==> config.mk <==
export PLATFORM = sky130hd
export DESIGN_NAME = elevator_request_scheduler_flat
export DESIGN_NICKNAME = d
export VERILOG_FILES = /design/src/rtl/ers_pkg.sv /design/src/rtl/ers_req_if.sv /design/src/rtl/ers_rsp_if.sv /design/src/rtl/ers_flag_mem.sv /design/src/rtl/ers_target_scan.sv /design/src/rtl/elevator_request_scheduler.sv /design/src/flat_wrapper.sv
export VERILOG_INCLUDE_DIRS = /design/src /design/src/rtl
export SDC_FILE = /design/constraint.sdc
export NUM_CORES = 1
export LEC_CHECK = 0
export BUFFER_PORTS_ARGS = -buffer_cell sky130_fd_sc_hd__buf_2
export CORE_MARGIN = 3
export CORE_UTILIZATION = 25
export DETAILED_ROUTE_END_ITERATION = 12
export SLEW_MARGIN = 20
export SYNTH_ARGS = -nofsm -noshare
export SYNTH_HDL_FRONTEND = slang
export SYNTH_SLANG_ARGS = --single-unit
==> constraint.sdc <==
create_clock -name clk -period 11.2 [get_ports clk]
set_input_delay 2.24 -clock clk [delete_from_list [all_inputs] [get_ports clk]]
set_output_delay 2.24 -clock clk [all_outputs]
set_load 0.05 [all_outputs]
==> src/rtl/elevator_request_scheduler_defines.svh <==
// Assertion macros used by the scheduler top-level RTL.
`ifndef ELEVATOR_REQUEST_SCHEDULER_DEFINES_SVH
`define ELEVATOR_REQUEST_SCHEDULER_DEFINES_SVH

// Same-cycle implication, disabled while reset is asserted.
`define ERS_ASSERT_NOW(label, clk, rst_n, ante, cons, msg) \
	label: assert property (@(posedge clk) disable iff (!rst_n) (ante) |-> (cons)) \
		else $error(msg);

// Next-cycle implication, disabled while reset is asserted.
`define ERS_ASSERT_NEXT(label, clk, rst_n, ante, cons, msg) \
	label: assert property (@(posedge clk) disable iff (!rst_n) (ante) |=> (cons)) \
		else $error(msg);

`endif

==> src/rtl/ers_pkg.sv <==
// Types and constants of the elevator request scheduler.
package ers_pkg;

	localparam int unsigned FLOOR_W = 7;
	localparam logic [FLOOR_W-1:0] FLOOR_CNT_RESET = 7'd10;
	localparam logic [FLOOR_W-1:0] CAR_RESET = 7'd1;

	// Request codes
	localparam logic [1:0] REQ_ADD_UP = 2'd0;
	localparam logic [1:0] REQ_ADD_DOWN = 2'd1;
	localparam logic [1:0] REQ_TICK = 2'd2;

	typedef enum logic [1:0] {
		DIR_IDLE = 2'd0,
		DIR_UP   = 2'd1,
		DIR_DOWN = 2'd2
	} ers_dir_t;

	typedef enum logic [2:0] {
		ST_IDLE,
		ST_SCAN,
		ST_LAST,
		ST_DECIDE,
		ST_READ,
		ST_WRITE,
		ST_DONE
	} ers_state_t;

	// Hall-call flags of one floor
	typedef struct packed {
		logic up;
		logic dn;
	} ers_flags_t;

	// One floor's flags on their way from the flag memory to the target scan
	typedef struct packed {
		logic               vld;
		logic [FLOOR_W-1:0] floor;
		ers_flags_t         flags;
	} ers_scan_beat_t;

endpackage

==> src/rtl/ers_req_if.sv <==
// Request channel: call additions and time steps.
interface ers_req_if import ers_pkg::*; ();
	logic               valid;
	logic               ready;
	logic [1:0]         req_type;
	logic [FLOOR_W-1:0] call_floor;

	modport source (output valid, output req_type, output call_floor, input ready);
	modport sink (input valid, input req_type, input call_floor, output ready);
endinterface

==> src/rtl/ers_rsp_if.sv <==
// Result channel: car status after each request.
interface ers_rsp_if import ers_pkg::*; ();
	logic               valid;
	logic               ready;
	logic [FLOOR_W-1:0] car_floor;
	logic [1:0]         travel_dir;
	logic               car_moved;
	logic               served_up_call;
	logic               served_down_call;
	logic               door_cycle;
	logic               calls_pending;
	logic               call_rejected;

	modport source (output valid, output car_floor, output travel_dir, output car_moved,
		output served_up_call, output served_down_call, output door_cycle,
		output calls_pending, output call_rejected, input ready);
	modport sink (input valid, input car_floor, input travel_dir, input car_moved,
		input served_up_call, input served_down_call, input door_cycle,
		input calls_pending, input call_rejected, output ready);
endinterface

==> src/rtl/ers_flag_mem.sv <==
// Per-floor hall-call flag memory with registered read and valid bits.
module ers_flag_mem import ers_pkg::*; #(
	parameter int unsigned DEPTH = 65,
	parameter int unsigned AW = 7
) (
	input  logic          clk,
	input  logic          arst_n,
	input  logic          rd_en,
	input  logic [AW-1:0] rd_addr,
	output ers_flags_t    rd_data,
	input  logic          wr_en,
	input  logic [AW-1:0] wr_addr,
	input  ers_flags_t    wr_data
);

	ers_flags_t       mem [DEPTH];
	ers_flags_t       rdata_q;
	logic             rvalid_q;
	logic [DEPTH-1:0] valid_q;

	always_ff @(posedge clk) begin
		if (wr_en) begin
			mem[wr_addr] <= wr_data;
		end
		if (rd_en) begin
			rdata_q <= mem[rd_addr];
		end
	end

	// Entries never written read as cleared
	always_ff @(posedge clk or negedge arst_n) begin
		if (!arst_n) begin
			valid_q  <= '0;
			rvalid_q <= 1'b0;
		end else begin
			if (wr_en) begin
				valid_q[wr_addr] <= 1'b1;
			end
			if (rd_en) begin
				rvalid_q <= valid_q[rd_addr];
			end
		end
	end

	assign rd_data = rvalid_q ? rdata_q : '0;

endmodule

==> src/rtl/ers_target_scan.sv <==
// Floor-by-floor accumulation of call candidates and target floor choice.
module ers_target_scan import ers_pkg::*; (
	input  logic               clk,
	input  logic               arst_n,
	input  logic               start,
	input  ers_scan_beat_t     beat,
	input  logic [FLOOR_W-1:0] car,
	input  ers_dir_t           dir,
	output logic [FLOOR_W-1:0] target,
	output logic [FLOOR_W-1:0] pend_cnt
);

	logic               up_above_ok_q, dn_high_ok_q, dn_below_ok_q, up_low_ok_q;
	logic               up_near_ok_q, dn_near_ok_q;
	logic [FLOOR_W-1:0] up_above_q, dn_high_q, dn_below_q, up_low_q;
	logic [FLOOR_W-1:0] up_near_q, dn_near_q, up_dist_q, dn_dist_q;
	logic [FLOOR_W-1:0] cnt_q;
	logic [FLOOR_W-1:0] floor_gap;
	logic [FLOOR_W-1:0] nearest;

	assign floor_gap = (beat.floor > car) ? beat.floor - car : car - beat.floor;

	always_ff @(posedge clk or negedge arst_n) begin
		if (!arst_n) begin
			up_above_ok_q <= 1'b0;
			dn_high_ok_q  <= 1'b0;
			dn_below_ok_q <= 1'b0;
			up_low_ok_q   <= 1'b0;
			up_near_ok_q  <= 1'b0;
			dn_near_ok_q  <= 1'b0;
			cnt_q         <= '0;
		end else if (start) begin
			up_above_ok_q <= 1'b0;
			dn_high_ok_q  <= 1'b0;
			dn_below_ok_q <= 1'b0;
			up_low_ok_q   <= 1'b0;
			up_near_ok_q  <= 1'b0;
			dn_near_ok_q  <= 1'b0;
			cnt_q         <= '0;
		end else if (beat.vld) begin
			if (beat.flags.up || beat.flags.dn) begin
				cnt_q <= cnt_q + 7'd1;
			end
			// Floors arrive in ascending order: first hit is lowest, last is highest
			if (beat.flags.up && beat.floor > car && !up_above_ok_q) begin
				up_above_ok_q <= 1'b1;
			end
			if (beat.flags.dn) begin
				dn_high_ok_q <= 1'b1;
			end
			if (beat.flags.dn && beat.floor < car) begin
				dn_below_ok_q <= 1'b1;
			end
			if (beat.flags.up) begin
				up_low_ok_q <= 1'b1;
			end
			if (beat.flags.up && (!up_near_ok_q || floor_gap < up_dist_q)) begin
				up_near_ok_q <= 1'b1;
			end
			if (beat.flags.dn && (!dn_near_ok_q || floor_gap < dn_dist_q)) begin
				dn_near_ok_q <= 1'b1;
			end
		end
	end

	always_ff @(posedge clk) begin
		if (beat.vld && !start) begin
			if (beat.flags.up && beat.floor > car && !up_above_ok_q) begin
				up_above_q <= beat.floor;
			end
			if (beat.flags.dn) begin
				dn_high_q <= beat.floor;
			end
			if (beat.flags.dn && beat.floor < car) begin
				dn_below_q <= beat.floor;
			end
			if (beat.flags.up && !up_low_ok_q) begin
				up_low_q <= beat.floor;
			end
			if (beat.flags.up && (!up_near_ok_q || floor_gap < up_dist_q)) begin
				up_near_q <= beat.floor;
				up_dist_q <= floor_gap;
			end
			if (beat.flags.dn && (!dn_near_ok_q || floor_gap < dn_dist_q)) begin
				dn_near_q <= beat.floor;
				dn_dist_q <= floor_gap;
			end
		end
	end

	// Nearest call; an up call wins on equal distance
	always_comb begin
		if (up_near_ok_q && dn_near_ok_q) begin
			nearest = (up_dist_q <= dn_dist_q) ? up_near_q : dn_near_q;
		end else if (up_near_ok_q) begin
			nearest = up_near_q;
		end else if (dn_near_ok_q) begin
			nearest = dn_near_q;
		end else begin
			nearest = car;
		end
	end

	always_comb begin
		case (dir)
			DIR_UP: begin
				if (up_above_ok_q) begin
					target = up_above_q;
				end else if (dn_high_ok_q) begin
					target = dn_high_q;
				end else begin
					target = nearest;
				end
			end
			DIR_DOWN: begin
				if (dn_below_ok_q) begin
					target = dn_below_q;
				end else if (up_low_ok_q) begin
					target = up_low_q;
				end else begin
					target = nearest;
				end
			end
			default: begin
				target = nearest;
			end
		endcase
	end

	assign pend_cnt = cnt_q;

endmodule

==> src/rtl/elevator_request_scheduler.sv <==
// Elevator request scheduler: the car holds one up and one down hall-call flag per floor in a
// flag memory, and each request (add up call, add down call, or one time step) returns one
// status beat. Every request scans floors 1..n of the flag memory, one floor per cycle through
// its single read port, where n is the floor count in use (the smaller of the configured
// count and MAX_FLOOR_COUNT). An added call or a tick with pending calls reads, modifies and
// writes back one flag entry before its result beat is loaded; a rejected call, a tick with
// nothing pending or an unused code skips that write-back. A result beat is loaded only once
// the previous one has been taken. Flag memory entries carry valid bits cleared by reset, so
// the block accepts requests right after reset. Write the floor count only while no request
// is in flight.
`include "elevator_request_scheduler_defines.svh"

module elevator_request_scheduler import ers_pkg::*; #(
	parameter int unsigned MAX_FLOOR_COUNT = 64
) (
	input  logic               clk,
	input  logic               arst_n,
	input  logic               cfg_we,
	input  logic [FLOOR_W-1:0] cfg_wdata,
	ers_req_if.sink            req,
	ers_rsp_if.source          rsp
);

	localparam int unsigned DEPTH = MAX_FLOOR_COUNT + 1;
	localparam int unsigned AW = $clog2(DEPTH);

	ers_state_t         state_q, state_nxt;
	logic [FLOOR_W-1:0] floor_cnt_q;
	logic [FLOOR_W-1:0] n_use;
	logic [FLOOR_W-1:0] n_q;
	logic [1:0]         req_type_q;
	logic [FLOOR_W-1:0] cf_q;
	logic [FLOOR_W-1:0] scan_idx_q;
	logic [FLOOR_W-1:0] car_q;
	ers_dir_t           dir_q;
	logic [FLOOR_W-1:0] wr_floor_q;
	logic               moved_q, srv_up_q, srv_dn_q, pending_q, rejected_q;
	logic               scan_vld_s1;
	logic [FLOOR_W-1:0] floor_s1;

	logic               accept;
	logic               load_rsp;
	logic               mem_rd_en, mem_wr_en;
	logic [AW-1:0]      mem_rd_addr;
	ers_flags_t         mem_rd_data, mem_wr_data;
	ers_scan_beat_t     beat;
	logic [FLOOR_W-1:0] target, pend_cnt, new_car;
	logic               is_add, add_bad, is_tick, do_rmw, clr_in_use;
	logic [FLOOR_W-1:0] pend_left;

	logic               rsp_valid_q;
	logic [FLOOR_W-1:0] rsp_car_q;
	ers_dir_t           rsp_dir_q;
	logic               rsp_moved_q, rsp_up_q, rsp_dn_q, rsp_pend_q, rsp_rej_q;

	assign n_use = (32'(floor_cnt_q) > MAX_FLOOR_COUNT) ? FLOOR_W'(MAX_FLOOR_COUNT) : floor_cnt_q;

	assign is_add  = (req_type_q == REQ_ADD_UP) || (req_type_q == REQ_ADD_DOWN);
	assign is_tick = (req_type_q == REQ_TICK);
	assign add_bad = (cf_q == '0) || (cf_q > n_q);
	assign do_rmw  = (is_add && !add_bad) || (is_tick && pend_cnt != '0);

	assign new_car = (target > car_q) ? car_q + 7'd1 :
		(target < car_q) ? car_q - 7'd1 : car_q;

	// A cleared floor only counts against pending when it lies within the floors in use
	assign clr_in_use = (mem_rd_data.up || mem_rd_data.dn) && (car_q <= n_q);
	assign pend_left  = pend_cnt - {{(FLOOR_W-1){1'b0}}, clr_in_use};

	assign beat.vld   = scan_vld_s1;
	assign beat.floor = floor_s1;
	assign beat.flags = mem_rd_data;

	ers_flag_mem #(
		.DEPTH (DEPTH),
		.AW    (AW)
	) u_flag_mem (
		.clk     (clk),
		.arst_n  (arst_n),
		.rd_en   (mem_rd_en),
		.rd_addr (mem_rd_addr),
		.rd_data (mem_rd_data),
		.wr_en   (mem_wr_en),
		.wr_addr (AW'(wr_floor_q)),
		.wr_data (mem_wr_data)
	);

	ers_target_scan u_target_scan (
		.clk      (clk),
		.arst_n   (arst_n),
		.start    (accept),
		.beat     (beat),
		.car      (car_q),
		.dir      (dir_q),
		.target   (target),
		.pend_cnt (pend_cnt)
	);

	// Next state
	always_comb begin
		state_nxt = state_q;
		case (state_q)
			ST_IDLE: begin
				if (req.valid) begin
					state_nxt = (n_use == '0) ? ST_DECIDE : ST_SCAN;
				end
			end
			ST_SCAN: begin
				if (scan_idx_q == n_q) begin
					state_nxt = ST_LAST;
				end
			end
			ST_LAST: begin
				state_nxt = ST_DECIDE;
			end
			ST_DECIDE: begin
				state_nxt = do_rmw ? ST_READ : ST_DONE;
			end
			ST_READ: begin
				state_nxt = ST_WRITE;
			end
			ST_WRITE: begin
				state_nxt = ST_DONE;
			end
			ST_DONE: begin
				if (!rsp_valid_q || rsp.ready) begin
					state_nxt = ST_IDLE;
				end
			end
			default: begin
				state_nxt = ST_IDLE;
			end
		endcase
	end

	// Outputs of the sequencer
	always_comb begin
		req.ready   = 1'b0;
		mem_rd_en   = 1'b0;
		mem_rd_addr = AW'(scan_idx_q);
		mem_wr_en   = 1'b0;
		mem_wr_data = '0;
		load_rsp    = 1'b0;
		case (state_q)
			ST_IDLE: begin
				req.ready = 1'b1;
			end
			ST_SCAN: begin
				mem_rd_en = 1'b1;
			end
			ST_READ: begin
				mem_rd_en   = 1'b1;
				mem_rd_addr = AW'(wr_floor_q);
			end
			ST_WRITE: begin
				mem_wr_en = 1'b1;
				if (is_add) begin
					mem_wr_data = mem_rd_data;
					if (req_type_q == REQ_ADD_UP) begin
						mem_wr_data.up = 1'b1;
					end else begin
						mem_wr_data.dn = 1'b1;
					end
				end
			end
			ST_DONE: begin
				load_rsp = !rsp_valid_q || rsp.ready;
			end
			default: begin
				req.ready = 1'b0;
			end
		endcase
	end

	assign accept = req.valid && req.ready;

	always_ff @(posedge clk or negedge arst_n) begin
		if (!arst_n) begin
			state_q     <= ST_IDLE;
			floor_cnt_q <= FLOOR_CNT_RESET;
			car_q       <= CAR_RESET;
			dir_q       <= DIR_IDLE;
			scan_vld_s1 <= 1'b0;
			rsp_valid_q <= 1'b0;
		end else begin
			state_q     <= state_nxt;
			scan_vld_s1 <= mem_rd_en && (state_q == ST_SCAN);
			if (cfg_we) begin
				floor_cnt_q <= cfg_wdata;
			end
			// Step the car one floor toward the target
			if (state_q == ST_DECIDE && is_tick && pend_cnt != '0) begin
				car_q <= new_car;
				if (target > car_q) begin
					dir_q <= DIR_UP;
				end else if (target < car_q) begin
					dir_q <= DIR_DOWN;
				end
			end
			if (load_rsp) begin
				rsp_valid_q <= 1'b1;
			end else if (rsp.ready) begin
				rsp_valid_q <= 1'b0;
			end
		end
	end

	always_ff @(posedge clk) begin
		floor_s1 <= scan_idx_q;
		if (accept) begin
			req_type_q <= req.req_type;
			cf_q       <= req.call_floor;
			n_q        <= n_use;
			scan_idx_q <= 7'd1;
			moved_q    <= 1'b0;
			srv_up_q   <= 1'b0;
			srv_dn_q   <= 1'b0;
			rejected_q <= 1'b0;
		end
		if (state_q == ST_SCAN) begin
			scan_idx_q <= scan_idx_q + 7'd1;
		end
		if (state_q == ST_DECIDE) begin
			pending_q <= pend_cnt != '0;
			if (is_add) begin
				rejected_q <= add_bad;
				wr_floor_q <= cf_q;
			end else begin
				moved_q    <= new_car != car_q;
				wr_floor_q <= new_car;
			end
		end
		if (state_q == ST_WRITE) begin
			if (is_add) begin
				pending_q <= 1'b1;
			end else begin
				srv_up_q  <= mem_rd_data.up;
				srv_dn_q  <= mem_rd_data.dn;
				pending_q <= pend_left != '0;
			end
		end
		if (load_rsp) begin
			rsp_car_q   <= car_q;
			rsp_dir_q   <= dir_q;
			rsp_moved_q <= moved_q && is_tick;
			rsp_up_q    <= srv_up_q;
			rsp_dn_q    <= srv_dn_q;
			rsp_pend_q  <= pending_q;
			rsp_rej_q   <= rejected_q;
		end
	end

	assign rsp.valid            = rsp_valid_q;
	assign rsp.car_floor        = rsp_car_q;
	assign rsp.travel_dir       = rsp_dir_q;
	assign rsp.car_moved        = rsp_moved_q;
	assign rsp.served_up_call   = rsp_up_q;
	assign rsp.served_down_call = rsp_dn_q;
	assign rsp.door_cycle       = rsp_up_q || rsp_dn_q;
	assign rsp.calls_pending    = rsp_pend_q;
	assign rsp.call_rejected    = rsp_rej_q;

	`ERS_ASSERT_NEXT(a_dir_sticky, clk, arst_n, dir_q != DIR_IDLE, dir_q != DIR_IDLE, "direction returned to idle")
	`ERS_ASSERT_NOW(a_car_range, clk, arst_n, 1'b1, car_q != '0 && 32'(car_q) <= MAX_FLOOR_COUNT, "car floor out of range")
	`ERS_ASSERT_NOW(a_beat_in_scan, clk, arst_n, scan_vld_s1, state_q == ST_SCAN || state_q == ST_LAST, "scan beat outside scan")
	`ERS_ASSERT_NEXT(a_accept_start, clk, arst_n, accept, state_q == ST_SCAN || state_q == ST_DECIDE, "accept did not start a scan")

endmodule

==> src/flat_wrapper.sv <==
// flat-port wrapper written by rule: the top's interface ports become plain ports
module elevator_request_scheduler_flat import ers_pkg::*;
#(
	parameter int unsigned MAX_FLOOR_COUNT = 64
)
  (clk, arst_n, cfg_we, cfg_wdata, req_valid, req_req_type, req_call_floor, req_ready, rsp_valid, rsp_car_floor, rsp_travel_dir, rsp_car_moved, rsp_served_up_call, rsp_served_down_call, rsp_door_cycle, rsp_calls_pending, rsp_call_rejected, rsp_ready);
  ers_req_if req_i ();
  ers_rsp_if rsp_i ();
  input  logic clk;
  input  logic arst_n;
  input  logic cfg_we;
  input  logic [FLOOR_W-1:0] cfg_wdata;
  input wire logic [$bits(req_i.valid)-1:0] req_valid;
  input wire logic [$bits(req_i.req_type)-1:0] req_req_type;
  input wire logic [$bits(req_i.call_floor)-1:0] req_call_floor;
  output wire logic [$bits(req_i.ready)-1:0] req_ready;
  output wire logic [$bits(rsp_i.valid)-1:0] rsp_valid;
  output wire logic [$bits(rsp_i.car_floor)-1:0] rsp_car_floor;
  output wire logic [$bits(rsp_i.travel_dir)-1:0] rsp_travel_dir;
  output wire logic [$bits(rsp_i.car_moved)-1:0] rsp_car_moved;
  output wire logic [$bits(rsp_i.served_up_call)-1:0] rsp_served_up_call;
  output wire logic [$bits(rsp_i.served_down_call)-1:0] rsp_served_down_call;
  output wire logic [$bits(rsp_i.door_cycle)-1:0] rsp_door_cycle;
  output wire logic [$bits(rsp_i.calls_pending)-1:0] rsp_calls_pending;
  output wire logic [$bits(rsp_i.call_rejected)-1:0] rsp_call_rejected;
  input wire logic [$bits(rsp_i.ready)-1:0] rsp_ready;
  assign req_i.valid = req_valid;
  assign req_i.req_type = req_req_type;
  assign req_i.call_floor = req_call_floor;
  assign req_ready = req_i.ready;
  assign rsp_valid = rsp_i.valid;
  assign rsp_car_floor = rsp_i.car_floor;
  assign rsp_travel_dir = rsp_i.travel_dir;
  assign rsp_car_moved = rsp_i.car_moved;
  assign rsp_served_up_call = rsp_i.served_up_call;
  assign rsp_served_down_call = rsp_i.served_down_call;
  assign rsp_door_cycle = rsp_i.door_cycle;
  assign rsp_calls_pending = rsp_i.calls_pending;
  assign rsp_call_rejected = rsp_i.call_rejected;
  assign rsp_i.ready = rsp_ready;
  elevator_request_scheduler #(.MAX_FLOOR_COUNT(MAX_FLOOR_COUNT)) u_core (.clk(clk), .arst_n(arst_n), .cfg_we(cfg_we), .cfg_wdata(cfg_wdata), .req(req_i), .rsp(rsp_i));
endmodule
# Yosys cells after proc, flatten, opt, wreduce, memory -nomap -nowiden
# Memories as Yosys holds them, arrays and structs flattened. A register that Yosys moved wholly into a read port is not among the register bits.
# Cells that the tools add are included.
[word_totals]
elab_cells = 222
mem_bits_rw = 130
inputBits = 21
output_inout_bits = 17
n_memories = 1
ff_bits = 212
[memory_table]
columns = ["memory", "words", "width", "rd", "rd_clocked_by_memory_dff", "write_ports", "line", "rtl"]
rows = [
  ["u_core.u_flag_mem.mem", 65, 2, 1, 1, 1, "ers_flag_mem.sv:16", "ers_flags_t mem [DEPTH];"],
]
[op_classes]
muxes = 78
n_addsub = 7
order_cmp = 13
reduce_logical = 66
eq_ne = 15
n_bitwise = 1
[op_table]
columns = ["operator", "count"]
rows = [
  ["$mux W7", 19],
  ["$or A65 B65 Y65", 1],
  ["$mux W1", 45],
  ["$lt A7 B7 Y1", 4],
  ["$reduce_and A2 Y1", 14],
  ["$reduce_bool A2 Y1", 12],
  ["$add A7 B1 Y7 const B", 3],
  ["$gt A7 B7 Y1", 3],
  ["$pmux W3 S7", 1],
  ["$logic_and A1 B1 Y1", 17],
  ["$lt A7 B8 Y1 const B", 2],
  ["$le A7 B7 Y1", 2],
  ["$logic_not A7 Y1", 2],
  ["$mux W2", 7],
  ["$pmux W7 S2", 1],
  ["$reduce_bool A7 Y1", 2],
  ["$sub A7 B7 Y7", 2],
  ["$eq A3 B3 Y1 const B", 3],
  ["$mux W3", 3],
  ["$logic_or A1 B1 Y1", 8],
  ["$bmux W1 S7", 1],
  ["$demux W1 S7", 1],
  ["$eq A7 B7 Y1", 1],
  ["$ge A7 B1 Y1 const B", 1],
  ["15 further kinds", 25],
]

# Longest topological paths before layout
# Gate-level depths: netlist of run 1.
[depth]
ltp_word = 12
depth_mapped = 20
ltp_nobuf = 19

# Hierarchy
# From an unflattened synthesis of run 1, not the netlist that was laid out.
[unflattened]
cells_unflattened = 1172
hier_area_um2 = 15919.0
[modules_own_cells]
columns = ["mod", "instances", "area_per_inst_um2", "cells_per_inst"]
rows = [
  ["ers_flag_mem", 1, 8139.1, 499],
  ["ers_target_scan", 1, 3931.3, 345],
  ["elevator_request_scheduler", 1, 3848.7, 328],
]

# Worst setup path before layout of run 1
# OpenSTA, ideal clock, no wires.
[synth_timing]
path_type = "register to register"
from = "register u_core.car_q[3]"
to = "register u_core.u_target_scan.dn_dist_q[0] (enable)"
required_time_ps = 10810
setup_ps = 390
stages_incl_launch_ff = 17
path_buffers = 1
arrival_ps = 4100
slack_ps = 6710
cell_sequence = "dfrtp_1 > ha_1 > buf_2 > a21oi_1 > o22ai_1 > o41ai_4 > nor2_1 > mux2_2 > ha_1 > a21boi_0 > o21a_1 > o21a_1 > o21a_1 > o21a_1 > o21ai_0 > nand2b_1 > a21oi_1"
[synth_between]
elab_chain_len = 6
word_cells_on_any_way = 8
cone_classes = "add/sub: 2; order compare: 2; mux: 1; reduce/logical: 3"
[synth_lines]
columns = ["item", "line", "rtl"]
rows = [
  ["start: declaration", "elevator_request_scheduler.sv:34", "logic [FLOOR_W-1:0] car_q;"],
  ["start signal: assignment", "elevator_request_scheduler.sv:193", "car_q <= new_car;"],
  ["$gt A7 B7 Y1", "ers_target_scan.sv:21", "assign floor_gap = (beat.floor > car) ? beat.floor - car : car - beat.floor;"],
  ["$mux W7", "ers_target_scan.sv:21", ""],
  ["net u_core.u_target_scan.floor_gap[1]", "ers_target_scan.sv:18", "logic [FLOOR_W-1:0] floor_gap;"],
  ["$lt A7 B7 Y1", "ers_target_scan.sv:84", "if (beat.flags.dn && (!dn_near_ok_q || floor_gap < dn_dist_q)) begin"],
  ["$logic_or A1 B1 Y1", "ers_target_scan.sv:84", ""],
  ["$logic_and A1 B1 Y1", "ers_target_scan.sv:84", ""],
  ["$reduce_and A2 Y1 (no source line)", "--", ""],
  ["end signal: assignment", "ers_target_scan.sv:86", "dn_dist_q <= floor_gap;"],
  ["end: declaration", "ers_target_scan.sv:16", "logic [FLOOR_W-1:0] up_near_q, dn_near_q, up_dist_q, dn_dist_q;"],
]
# The timed path passes the listed nets, and every way through them passes these cells.
# A chain may end at the register's enable or synchronous reset.

# Worst setup path in the final report of run 1
[layout_timing]
from = "register u_core.car_q[1]"
to = "register u_core.u_target_scan.up_dist_q[4] (enable)"
[layout_between]
elab_chain_len = 6
word_cells_on_any_way = 8
cone_classes = "add/sub: 2; order compare: 2; mux: 1; reduce/logical: 3"
[layout_lines]
columns = ["item", "line", "rtl"]
rows = [
  ["$sub A7 B7 Y7 or $gt A7 B7 Y1 (tied branches)", "ers_target_scan.sv:21", ""],
  ["$mux W7 (*)", "ers_target_scan.sv:21", ""],
  ["net u_core.u_target_scan.floor_gap[4]", "ers_target_scan.sv:18", ""],
  ["$lt A7 B7 Y1 (*)", "ers_target_scan.sv:80", "if (beat.flags.up && (!up_near_ok_q || floor_gap < up_dist_q)) begin"],
  ["$logic_or A1 B1 Y1 (*)", "ers_target_scan.sv:80", ""],
  ["$logic_and A1 B1 Y1 (*)", "ers_target_scan.sv:80", ""],
  ["$reduce_and A2 Y1 (no source line) (*)", "--", ""],
  ["end signal: assignment", "ers_target_scan.sv:82", "up_dist_q <= floor_gap;"],
  ["end: declaration", "ers_target_scan.sv:16", ""],
]
# The timed path passes the listed nets; every way through them passes the cells marked *.

==> results.toml, run 1 <==
[detailed_routing]
routedLengthMet1_um = 18100
route.met2.wl_um = 19100
via_per_inst = 4.79
met3WireLength_um = 2700
ant_nets = 0
finalWirelength_um = 41200
initialDrtViolationCount = 852
firstDrtPassIters = 5
detail_route.drc_violations = 0
topRoutingLayerUsed = "met4"
via_count = 10900
detailed_route_wire_length_per_cell_um = 18.1

[logic_synthesis]
synth_edf_count = 233
post_synth_inst_count = 1377
synth_simple_gate_area_share_pct = 17.1
synth_top_family_by_area = "simple AND/OR/NAND/NOR gates"
postSynthRegisterBits = 344
yosysSeqAreaShare_pct = 60.4
synth-compound-area-share_pct = 8.28
synth.lib_cells_used.distinct = 71
synth.yosys.warnings = 0
synth-adder-area-share_pct = 4.99
ys.flop_type = "edfxtp_1"
ys_async_sr_fraction_pct = 29.1
cell_area_after_technology_mapping_um2 = 16100
syn_nets = 1461
synth.avg_cell_area_um2 = 11.7
synth_mux_area_share_pct = 4.47
synth_xor_xnor_area_share_pct = 1.85

[sta]
fin_skew_ns = 0.0238
peak_clock_frequency_supported_by_timing_ghz = 0.187
period_needed_ns = 5.36
slew_viol_final = 0
report.final.setup_viol = 0
final-hold-violation-count = 0
worst_pin_slew_ns = 0.885
slew-limit-headroom_pct = 39.3
layout_worst_path_cycle_share_pct = 47.8
timing.setup.tns_ns = 0
rsz0062_at_grt = "no"

[pwr]
power.share.sequential_pct = 35.5
switching_power_uw = 2120
p_leak_uw = 0.00716
vdd_drop_max_mv = 0.130
power.density_nw_per_um2 = 289
comb_power_share_pct = 41.1
p_clk_share_pct = 23.4
internal_power_uw = 3220
switching_share_pct = 39.7

[place]
place.detailed.hpwl_um = 27400
port_buffers = 37
gp_congestion = 0.891
placed_area_um2 = 17200

[global_route]
grt_pass1_vias = 11100
initial_antenna_violation_count = 0
grt_pass1_wl_um = 64700
grt-ovfl-total = 0
grt_start_max_net_pins = 66
groute.usage.overall_pct = 12.2

[final_layout]
nNetsFinal = 1490
stdcell_area_um2 = 18500
area.growth.synth_to_final_pct = 14.7
count_of_filler_cells_inserted_in_the_layout = 6423
num_antenna_cells = 0
largest_reg_by_ff_count = "u_core.u_flag_mem.mem"
drive_above_1_share_pct = 15.7
multiInputGateArea_um2 = 5960
largest_register_ff_count = 130
layout.area.seq_um2 = 9720
reg.largest.list = "u_core.u_flag_mem.mem x130, u_core.u_flag_mem.valid_q x65"

[clock_network]
cts.hold.buffers_added = 0
numCtsBuffers = 37
clock_pin_slew_worst_setup_and_hold_paths_ns = 0.06
clock_insertion_delay_worst_skew_ns = 0.56
clk_path_buf_depth = 3
ctsHtreeMaxLevel = 2
cts_tree = "done"
clkSinkCount = 344
post_cts_resize_count = 0
cts_root_buffer = "clkbuf_16"
post_cts_buffers = 0

[critical_path]
timing_worst_setup_path_type = "reg2reg"
setup_crit_end_kind = "register"
worstPathMaxFanout = 13
timing.critical_path.arrival_ns = 5.61
start_kind = "register"
required_time_at_the_worst_slack_endpoint_ns = 11.45
reg2reg_setup_slack_ns = 5.84

[die]
die_area_um2 = 67500
initial_utilization_pct = 25.4
boundaryPins = 38
fp.coreArea_um2 = 63400
die-width_um = 260
die_ht_um = 260
row_count = 92

[status]
status = "finished clean"

[worst_hold_path]
worst_hold_path_type = "reg2reg"

[flow_run]
cap_violations = 0
==> layout by cell type, fill, tap and decap left out, types with 6 or more instances in the layout <==
master     instances
edfxtp_1         233
nand2_1          190
nor2_1           115
dfrtp_1           97
nand3_1           81
or2_2             76
ha_1              61
inv_1             54
clkbuf_16         38
buf_2             36
mux2i_1           30
a21oi_1           29
nor2b_1           28
xnor2_1           26
nand4_1           24
o21ai_0           24
mux2_2            20
o21a_1            17
buf_4             16
o22ai_1           14
a311oi_1          13
a22o_1            12
and3_1            12
clkbuf_1          11
dfxtp_1           11
nand2b_1           9
nor3_1             9
clkinv_2           9
a22oi_1            8
xor2_1             8
a21o_1             7
o211ai_1           7
mux4_2             7
a31oi_1            6
==> layer usage <==
layer  global-route usage [%]  up-vias
li1                         -     5026
met1                     15.9     5424
met2                     19.6      375
met3                     2.56      105
met4                     5.15        0
met5                        0        -
==> layout make-up <==
class	instances	share of cell area, %
tap	846	5.73
clock buffer	50	5.45
inverter	55	1.12
multi-input combinational	916	32.2
timing repair buffer	52	1.63
sequential	344	52.6
clock inverter	18	1.21
==> synthesized netlist by cell type, drive strengths merged, types with 6 or more instances <==
cell | count | area, um2
clkbuf | 34 | 128
mux2i | 33 | 338
dfxtp | 11 | 220
nand2b | 9 | 56.3
mux4 | 7 | 158
nor2b | 28 | 175
o21ai | 25 | 125
a311oi | 13 | 114
xor2 | 8 | 70.1
nand3 | 81 | 405
o21a | 17 | 128
dfrtp | 97 | 2430
edfxtp | 233 | 7000
buf | 28 | 138
nand2 | 190 | 713
mux2 | 20 | 225
a22o | 12 | 105
ha | 61 | 763
and3 | 12 | 75.1
a22oi | 8 | 60.1
or2 | 77 | 482
a21oi | 29 | 145
inv | 54 | 203
xnor2 | 26 | 228
a31oi | 6 | 37.5
nor3 | 10 | 50.1
o211ai | 7 | 52.6
a21o | 7 | 52.6
o22ai | 14 | 87.6
nor2 | 115 | 432
nand4 | 24 | 150
==> path summary, 6_finish.rpt <==
kind | end | depth (start not counted) | startpoint
min in group asynchronous | u_core.u_flag_mem.valid_q[32] | 1 | arst_n
hold / removal | u_core.rsp.call_rejected | 0 | u_core.rejected_q
max in group asynchronous | u_core.state_q[0] | 2 | arst_n
setup reg to reg | u_core.u_target_scan.up_dist_q[4] | 16 | u_core.car_q[1]
hold reg to reg | u_core.rsp.call_rejected | 0 | u_core.rejected_q
setup / recovery | u_core.u_target_scan.up_dist_q[4] | 16 | u_core.car_q[1]
==> critical path, cell delays in order (launching register included) <==
cell	delay [ns]
dfrtp_1	0.63
inv_1	0.27
ha_1	0.25
a21oi_1	0.20
o22ai_1	0.18
o41ai_4	0.47
nor2_1	0.31
a211o_1	0.38
or2_1	0.24
xnor2_1	0.33
ha_1	0.31
o21a_1	0.10
o21a_1	0.16
o21ai_0	0.14
nand2b_1	0.08
a21oi_1	0.69
buf_4	0.31
==> power by group through the flow <==
stage	clock (uW)	sequential, uW	combinational (uW)
after floorplan	0	1800	1610
after global routing	1340	1930	2410
after detailed placement	0	1920	2160
after CTS	1280	1900	2180
after global placement	0	1920	2130
final	1250	1900	2190
==> logic make-up after synthesis <==
kind of cell,Yosys count
simple gates,574
flops,344
compound gates,185
buf+inv,117
fa+ha+maj,63
mux,60
xor+xnor,34
==> through the flow <==
stage	instances	power, uW	hold WS (ns)	worst slack [ns]	utilization (%)
2_1_floorplan	1377	3410	0.346	6.71	-
3_3_place_gp	2213	4040	0.440	6.04	27.2
3_5_place_dp	2213	4080	0.436	5.88	27.2
4_1_cts	2281	5350	0.454	5.84	29.1
5_1_grt	2281	5670	0.454	5.47	29.1
6_report	2281	5340	0.452	5.84	29.1
(Power assumes the default switching activity.)
==> run 2, diff against run 1 <==
Clock period 11.2 ns to 4.68 ns, I/O delays scaled along.
==> run 2 against run 1 <==
  * Sequential power is 130% higher
  * Routed wire length is 1.9% higher
  * Non-clock buffer count is 28 higher
  * Critical path depth is 4 higher
  * Register-to-register slack worse by 5.5 ns
  * Clock skew is 0.011 ns higher
  * Design area is 1.2% higher
  * Setup slack worse by 5.5 ns
  * Count of clock-buffer cells in the layout is 11 higher
  * Global-route usage is 0.22 points higher
  * Power is 140% higher
  * Critical endpoint is now u_core.wr_floor_q[3]
==> results.toml, run 2 (synthesized netlist as in run 1, its figures left out) <==
[clock_network]
cts_tree = "done"
clkSinkCount = 344
post_cts_buffers = 0
clk_path_buf_depth = 3
numCtsBuffers = 38
clock_insertion_delay_worst_skew_ns = 0.58
ctsHtreeMaxLevel = 2
cts_root_buffer = "clkbuf_16"
clock_pin_slew_worst_setup_and_hold_paths_ns = 0.06

[sta]
worst_pin_slew_ns = 1.01
slew_viol_final = 0
final-hold-violation-count = 0
period_needed_ns = 4.29
peak_clock_frequency_supported_by_timing_ghz = 0.233
fin_skew_ns = 0.0346
report.final.setup_viol = 0
timing.setup.tns_ns = 0
layout_worst_path_cycle_share_pct = 91.6
rsz0062_at_grt = "no"
slew-limit-headroom_pct = 32.9

[critical_path]
timing_worst_setup_path_type = "reg2reg"
setup_crit_end_kind = "register"
timing.critical_path.arrival_ns = 4.60
start_kind = "register"
worstPathMaxFanout = 11
required_time_at_the_worst_slack_endpoint_ns = 4.99

[die]
die_area_um2 = 67500
die-width_um = 260
initial_utilization_pct = 25.4
row_count = 92
die_ht_um = 260
boundaryPins = 38
fp.coreArea_um2 = 63400

[global_route]
grt_pass1_wl_um = 65600
grt-ovfl-total = 0
grt_start_max_net_pins = 66
initial_antenna_violation_count = 1
grt_pass1_vias = 11200
groute.usage.overall_pct = 12.4

[detailed_routing]
initialDrtViolationCount = 758
via_count = 11000
detail_route.drc_violations = 0
firstDrtPassIters = 5
ant_nets = 0
via_per_inst = 4.75
detailed_route_wire_length_per_cell_um = 18.2
finalWirelength_um = 42000

[final_layout]
area.growth.synth_to_final_pct = 16.0
largest_reg_by_ff_count = "u_core.u_flag_mem.mem"
num_antenna_cells = 0
layout.cells.most_common_list = "edfxtp_1 (233), nand2_1 (188), nor2_1 (114)"
largest_register_ff_count = 130
count_of_filler_cells_inserted_in_the_layout = 6415
drive_above_1_share_pct = 17.2
layout_commonest_cell = "edfxtp_1"
nNetsFinal = 1519
reg.largest.list = "u_core.u_flag_mem.mem x130, u_core.u_flag_mem.valid_q x65"
final_util_pct = 29.5

[pwr]
vdd_drop_max_mv = 0.335
power.density_nw_per_um2 = 689
p_leak_uw = 0.00728

[status]
status = "finished clean"

[flow_run]
cap_violations = 0

[place]
port_buffers = 37
gp_congestion = 0.877
place.detailed.hpwl_um = 28600

[worst_hold_path]
worst_hold_path_type = "reg2reg"
-- run 2: where the power goes --
group | total [uW] | internal (uW) | switching (uW)
registers | 4430 | 3940 | 490
clock network | 2900 | 1660 | 1230
logic | 5550 | 2190 | 3360
total | 12900 | 7790 | 5080
-- run 2: cell type report --
class | instances | area (um2) | area share, %
flip-flops and latches | 344 | 9720 | 52.0
multi-input cells | 916 | 5980 | 32.0
clock buffers | 61 | 1090 | 5.82
well taps | 846 | 1060 | 5.66
repair buffers | 80 | 523 | 2.80
inverters | 55 | 206 | 1.10
clock inverters | 9 | 108 | 0.576
-- run 2: stage by stage --
step                      cells  hold slack (ns)  setup slack [ns]  area (um2)  total power, uW
after detailed placement   2241            0.450             0.198       17500             9930
final                      2311            0.447             0.391       18700            12900
after global routing       2311            0.458            0.0541       18700            13700
after global placement     2241            0.449             0.260       17500             9870
after floorplan            1377            0.346             0.190       16100             8170
after CTS                  2311            0.452             0.159       18700            12900
-- run 2: timing repair --
| item | CTS | global route |
|---|---|---|
| gates resized for setup | 0 | 7 |
| hold buffers | 0 | 0 |
| endpoints found under the hold margin | 0 | 0 |
| setup endpoints to repair | 0 | 27 |
-- run 2: metal layers --
layer  track usage [%]  wire length (um)  vias up
li1                  -                 -     5088
met1              16.4             18800     5474
met2              20.0             19400      315
met3              2.16              2260       94
met4              5.23              1540        0
met5                 0                 0        -
-- run 2: critical path: stages, from the launching register on --
cell and delay [ns]:
edfxtp_1 0.39, ha_1 0.33, a21o_1 0.18, a21o_1 0.18
mux2_2 0.27, o31ai_2 0.08, buf_4 0.18, nand2_2 0.11
nand2_2 0.19, o221ai_1 0.13, o21ai_0 0.13, ha_1 0.30
nor2b_1 0.13, o21ai_0 0.15, a21oi_1 0.09, a211oi_1 0.25
buf_4 0.21, nor2_1 0.08, a41oi_1 0.31, xnor2_1 0.10
mux2_2 0.26
-- run 2: final timing paths --
path	cells past startpoint	to	startpoint	slack, ns
max	20	u_core.wr_floor_q[3]	u_core.u_target_scan.up_dist_q[5]	0.39
min	0	u_core.rsp.calls_pending	u_core.pending_q	0.45
max reg2reg	20	u_core.wr_floor_q[3]	u_core.u_target_scan.up_dist_q[5]	0.39
min reg2reg	0	u_core.rsp.calls_pending	u_core.pending_q	0.45
max in group asynchronous	2	u_core.car_q[0]	arst_n	3.25
min in group asynchronous	1	u_core.u_flag_mem.valid_q[32]	arst_n	0.51
==> run 3, diff against run 2 <==
Settings changed: ABC_AREA from default to 1.
==> run 3 against run 2 <==
  * Combinational power increased by 6.5%
  * Routed wire length increased by 1.5%
  * Sequential share of layout area decreased by 0.78 points
  * Power increased by 3.8%
  * Die area increased by 2.5%
  * Count of clock-buffer cells in the layout decreased by 3
  * Setup slack improved by 0.036 ns
  * Fmax increased by 0.86%
  * Sequential power decreased by 2%
  * Critical path type unchanged
  * Critical endpoint is now u_core.u_target_scan.dn_near_q[4]
==> results.toml, run 3 <==
[status]
status = "finished clean"

[final_layout]
count_of_filler_cells_inserted_in_the_layout = 6796
nNetsFinal = 1836
layout.area.seq_um2 = 9720
largest_register_ff_count = 130
drive_above_1_share_pct = 8.31
largest_reg_by_ff_count = "u_core.u_flag_mem.mem"
num_antenna_cells = 0
layout_commonest_cell = "nand2_1"
layout.cells.most_common_list = "nand2_1 (330), edfxtp_1 (233), inv_1 (213)"
reg.largest.list = "u_core.u_flag_mem.mem x130, u_core.u_flag_mem.valid_q x65"
multiInputGateArea_um2 = 5640
area.growth.synth_to_final_pct = 14.8
final_util_pct = 29.2

[logic_synthesis]
yosysSeqAreaShare_pct = 58.8
post_synth_inst_count = 1720
synth_area_leader_cell = "edfxtp_1"
synth_edf_count = 233
syn_nets = 1804
ys_top_cells_by_area = "edfxtp_1 (42%), dfrtp_1 (15%), nand2_1 (7.5%)"
synth.yosys.warnings = 0
ys.flop_type = "edfxtp_1"
ys_async_sr_fraction_pct = 29.1
synth.avg_cell_area_um2 = 9.61
post-synth-top-area-fraction_pct = 42.3
synth_commonest_cells = "nand2_1 (330), edfxtp_1 (233), inv_1 (214)"
yosysMostFrequentCell = "nand2_1"
synth.lib_cells_used.distinct = 48
cell_area_after_technology_mapping_um2 = 16500
postSynthRegisterBits = 344

[pwr]
vdd_drop_max_mv = 0.350
power.density_nw_per_um2 = 705
p_leak_uw = 0.00772
report.power.total_uw = 13400

[detailed_routing]
via_count = 12200
finalWirelength_um = 42700
ant_nets = 0
initialDrtViolationCount = 1009
firstDrtPassIters = 5
detailed_route_wire_length_per_cell_um = 16.2
detail_route.drc_violations = 0
via_per_inst = 4.62

[flow_run]
cap_violations = 0

[clock_network]
clkSinkCount = 344
cts_root_buffer = "clkbuf_16"
numCtsBuffers = 39
clock_pin_slew_worst_setup_and_hold_paths_ns = 0.06
post_cts_resize_count = 0
cts_tree = "done"
clk_path_buf_depth = 3
post_cts_buffers = 0
cts.hold.buffers_added = 0
ctsHtreeMaxLevel = 2
clock_insertion_delay_worst_skew_ns = 0.54

[sta]
slew-limit-headroom_pct = 27.1
fin_skew_ns = 0.0129
layout_worst_path_cycle_share_pct = 90.9
final-hold-violation-count = 0
rsz0062_at_grt = "no"
report.final.setup_viol = 0
worst_pin_slew_ns = 1.09
slew_viol_final = 0
final_critical_path_setup_slack_ns = 0.427
period_needed_ns = 4.25
peak_clock_frequency_supported_by_timing_ghz = 0.235
timing.setup.tns_ns = 0

[place]
worst_slack_after_detailed_placement_ns = 0.334
place.detailed.hpwl_um = 28300
gp_congestion = 0.862
port_buffers = 37

[critical_path]
setup_crit_end_kind = "register"
regToRegEndpoint = "u_core.u_target_scan.dn_near_q[4]"
r2r.worst_path.cells = 19
timing_worst_setup_path_type = "reg2reg"
worstPathMaxFanout = 14
required_time_at_the_worst_slack_endpoint_ns = 4.89
start_kind = "register"
reg2reg_setup_slack_ns = 0.43
timing.rr.start = "u_core.floor_s1[2]"
timing.critical_path.arrival_ns = 4.46

[global_route]
grt-ovfl-total = 0
grt_pass1_wl_um = 67600
initial_antenna_violation_count = 1
groute.usage.overall_pct = 12.1
grt_pass1_vias = 12200
grt_start_max_net_pins = 103

[die]
boundaryPins = 38
initial_utilization_pct = 25.5
die_area_um2 = 69200
die-width_um = 263
row_count = 93
die_ht_um = 263
fp.coreArea_um2 = 64900

[worst_hold_path]
worst_hold_path_type = "in2async"
-- run 3: changes by cell type in the layout (fill, tap and decap cells not counted), sizes merged, moves of 29 or more --
| cell | previous run | this run |
|---|---|---|
| a21oi | 29 | 63 |
| inv | 56 | 215 |
| or2 | 77 | 2 |
| mux2i | 33 | 0 |
| nor2 | 115 | 190 |
| nand2 | 190 | 335 |
| nand3 | 81 | 110 |
| o21ai | 25 | 199 |
-- run 3: where the power goes --
group / switching [uW] / total (uW) / internal [uW] / leakage (uW)
Combinational: 4010 / 5910 / 1900 / 0.00350
Clock: 1210 / 3100 / 1880 / 0.000650
Sequential: 411 / 4360 / 3950 / 0.00356
Total: 5640 / 13400 / 7730 / 0.00772
-- run 3: cell type report --
cell class,count,share of cell area [%]
Clock buffer,58,6.11
Clock inverter,13,0.778
Inverter,216,4.29
Multi-Input combinational cell,1087,29.7
Sequential cell,344,51.2
Tap cell,855,5.64
Timing Repair Buffer,64,2.19
-- run 3: stage by stage --
step           hold WS (ns)  cell area (um2)  std cells
6_report              0.428            19000       2637
5_1_grt               0.429            19000       2637
4_1_cts               0.417            19000       2637
3_5_place_dp          0.420            17700       2566
3_3_place_gp          0.413            17700       2566
2_1_floorplan         0.400            16500       1720
-- run 3: logic make-up (layout without fill, tap and decap cells) --
family / after synthesis / count (layout) / synth area share (%)
DFF: 344 / 344 / 58.8
xor gates and xnor gates: 22 / 22 / 1.17
adders and majority gates: 63 / 63 / 4.86
and+or+nand+nor: 674 / 674 / 16.8
buffers and inverters: 289 / 351 / 7.28
AOI/OAI and AO/OA: 327 / 327 / 11.0
muxes: 1 / 1 / 0.0681
-- run 3: worst max-delay path by stage --
stage                                        end          startpoint  slack, ns
6_report       u_core.u_target_scan.dn_near_q[4]  u_core.floor_s1[2]       0.43
3_5_place_dp   u_core.u_target_scan.dn_near_q[2]  u_core.floor_s1[2]       0.33
5_1_grt        u_core.u_target_scan.dn_near_q[6]  u_core.floor_s1[2]       0.05
2_1_floorplan  u_core.u_target_scan.up_dist_q[0]  u_core.floor_s1[1]       0.90
4_1_cts        u_core.u_target_scan.dn_near_q[2]  u_core.floor_s1[2]       0.33
3_3_place_gp   u_core.u_target_scan.dn_near_q[2]  u_core.floor_s1[2]       0.43
-- run 3: metal layers --
| metal | routed length, um | track usage [%] | up-vias |
|---|---|---|---|
| li1 | - | - | 5860 |
| met3 | 2360 | 2.00 | 87 |
| met1 | 18600 | 15.8 | 5900 |
| met5 | 0 | 0 | - |
| met4 | 1160 | 4.46 | 0 |
| met2 | 20500 | 20.3 | 339 |
-- run 3: worst max-delay path, cell delays in order, from the launching register on --
cell and delay [ns]:
dfxtp_1 0.46, inv_1 0.07, ha_1 0.45, a21oi_1 0.15, o21ai_1 0.22, a21oi_1 0.11, o21bai_1 0.24, nand2_1 0.25
o21ai_0 0.23, inv_1 0.11, ha_1 0.30, a21oi_1 0.17, nand2_1 0.08, a21oi_1 0.16, nor2_1 0.06, o21a_1 0.16
o21a_1 0.16, o21ai_0 0.14, nand2_1 0.12, clkinvlp_4 0.29
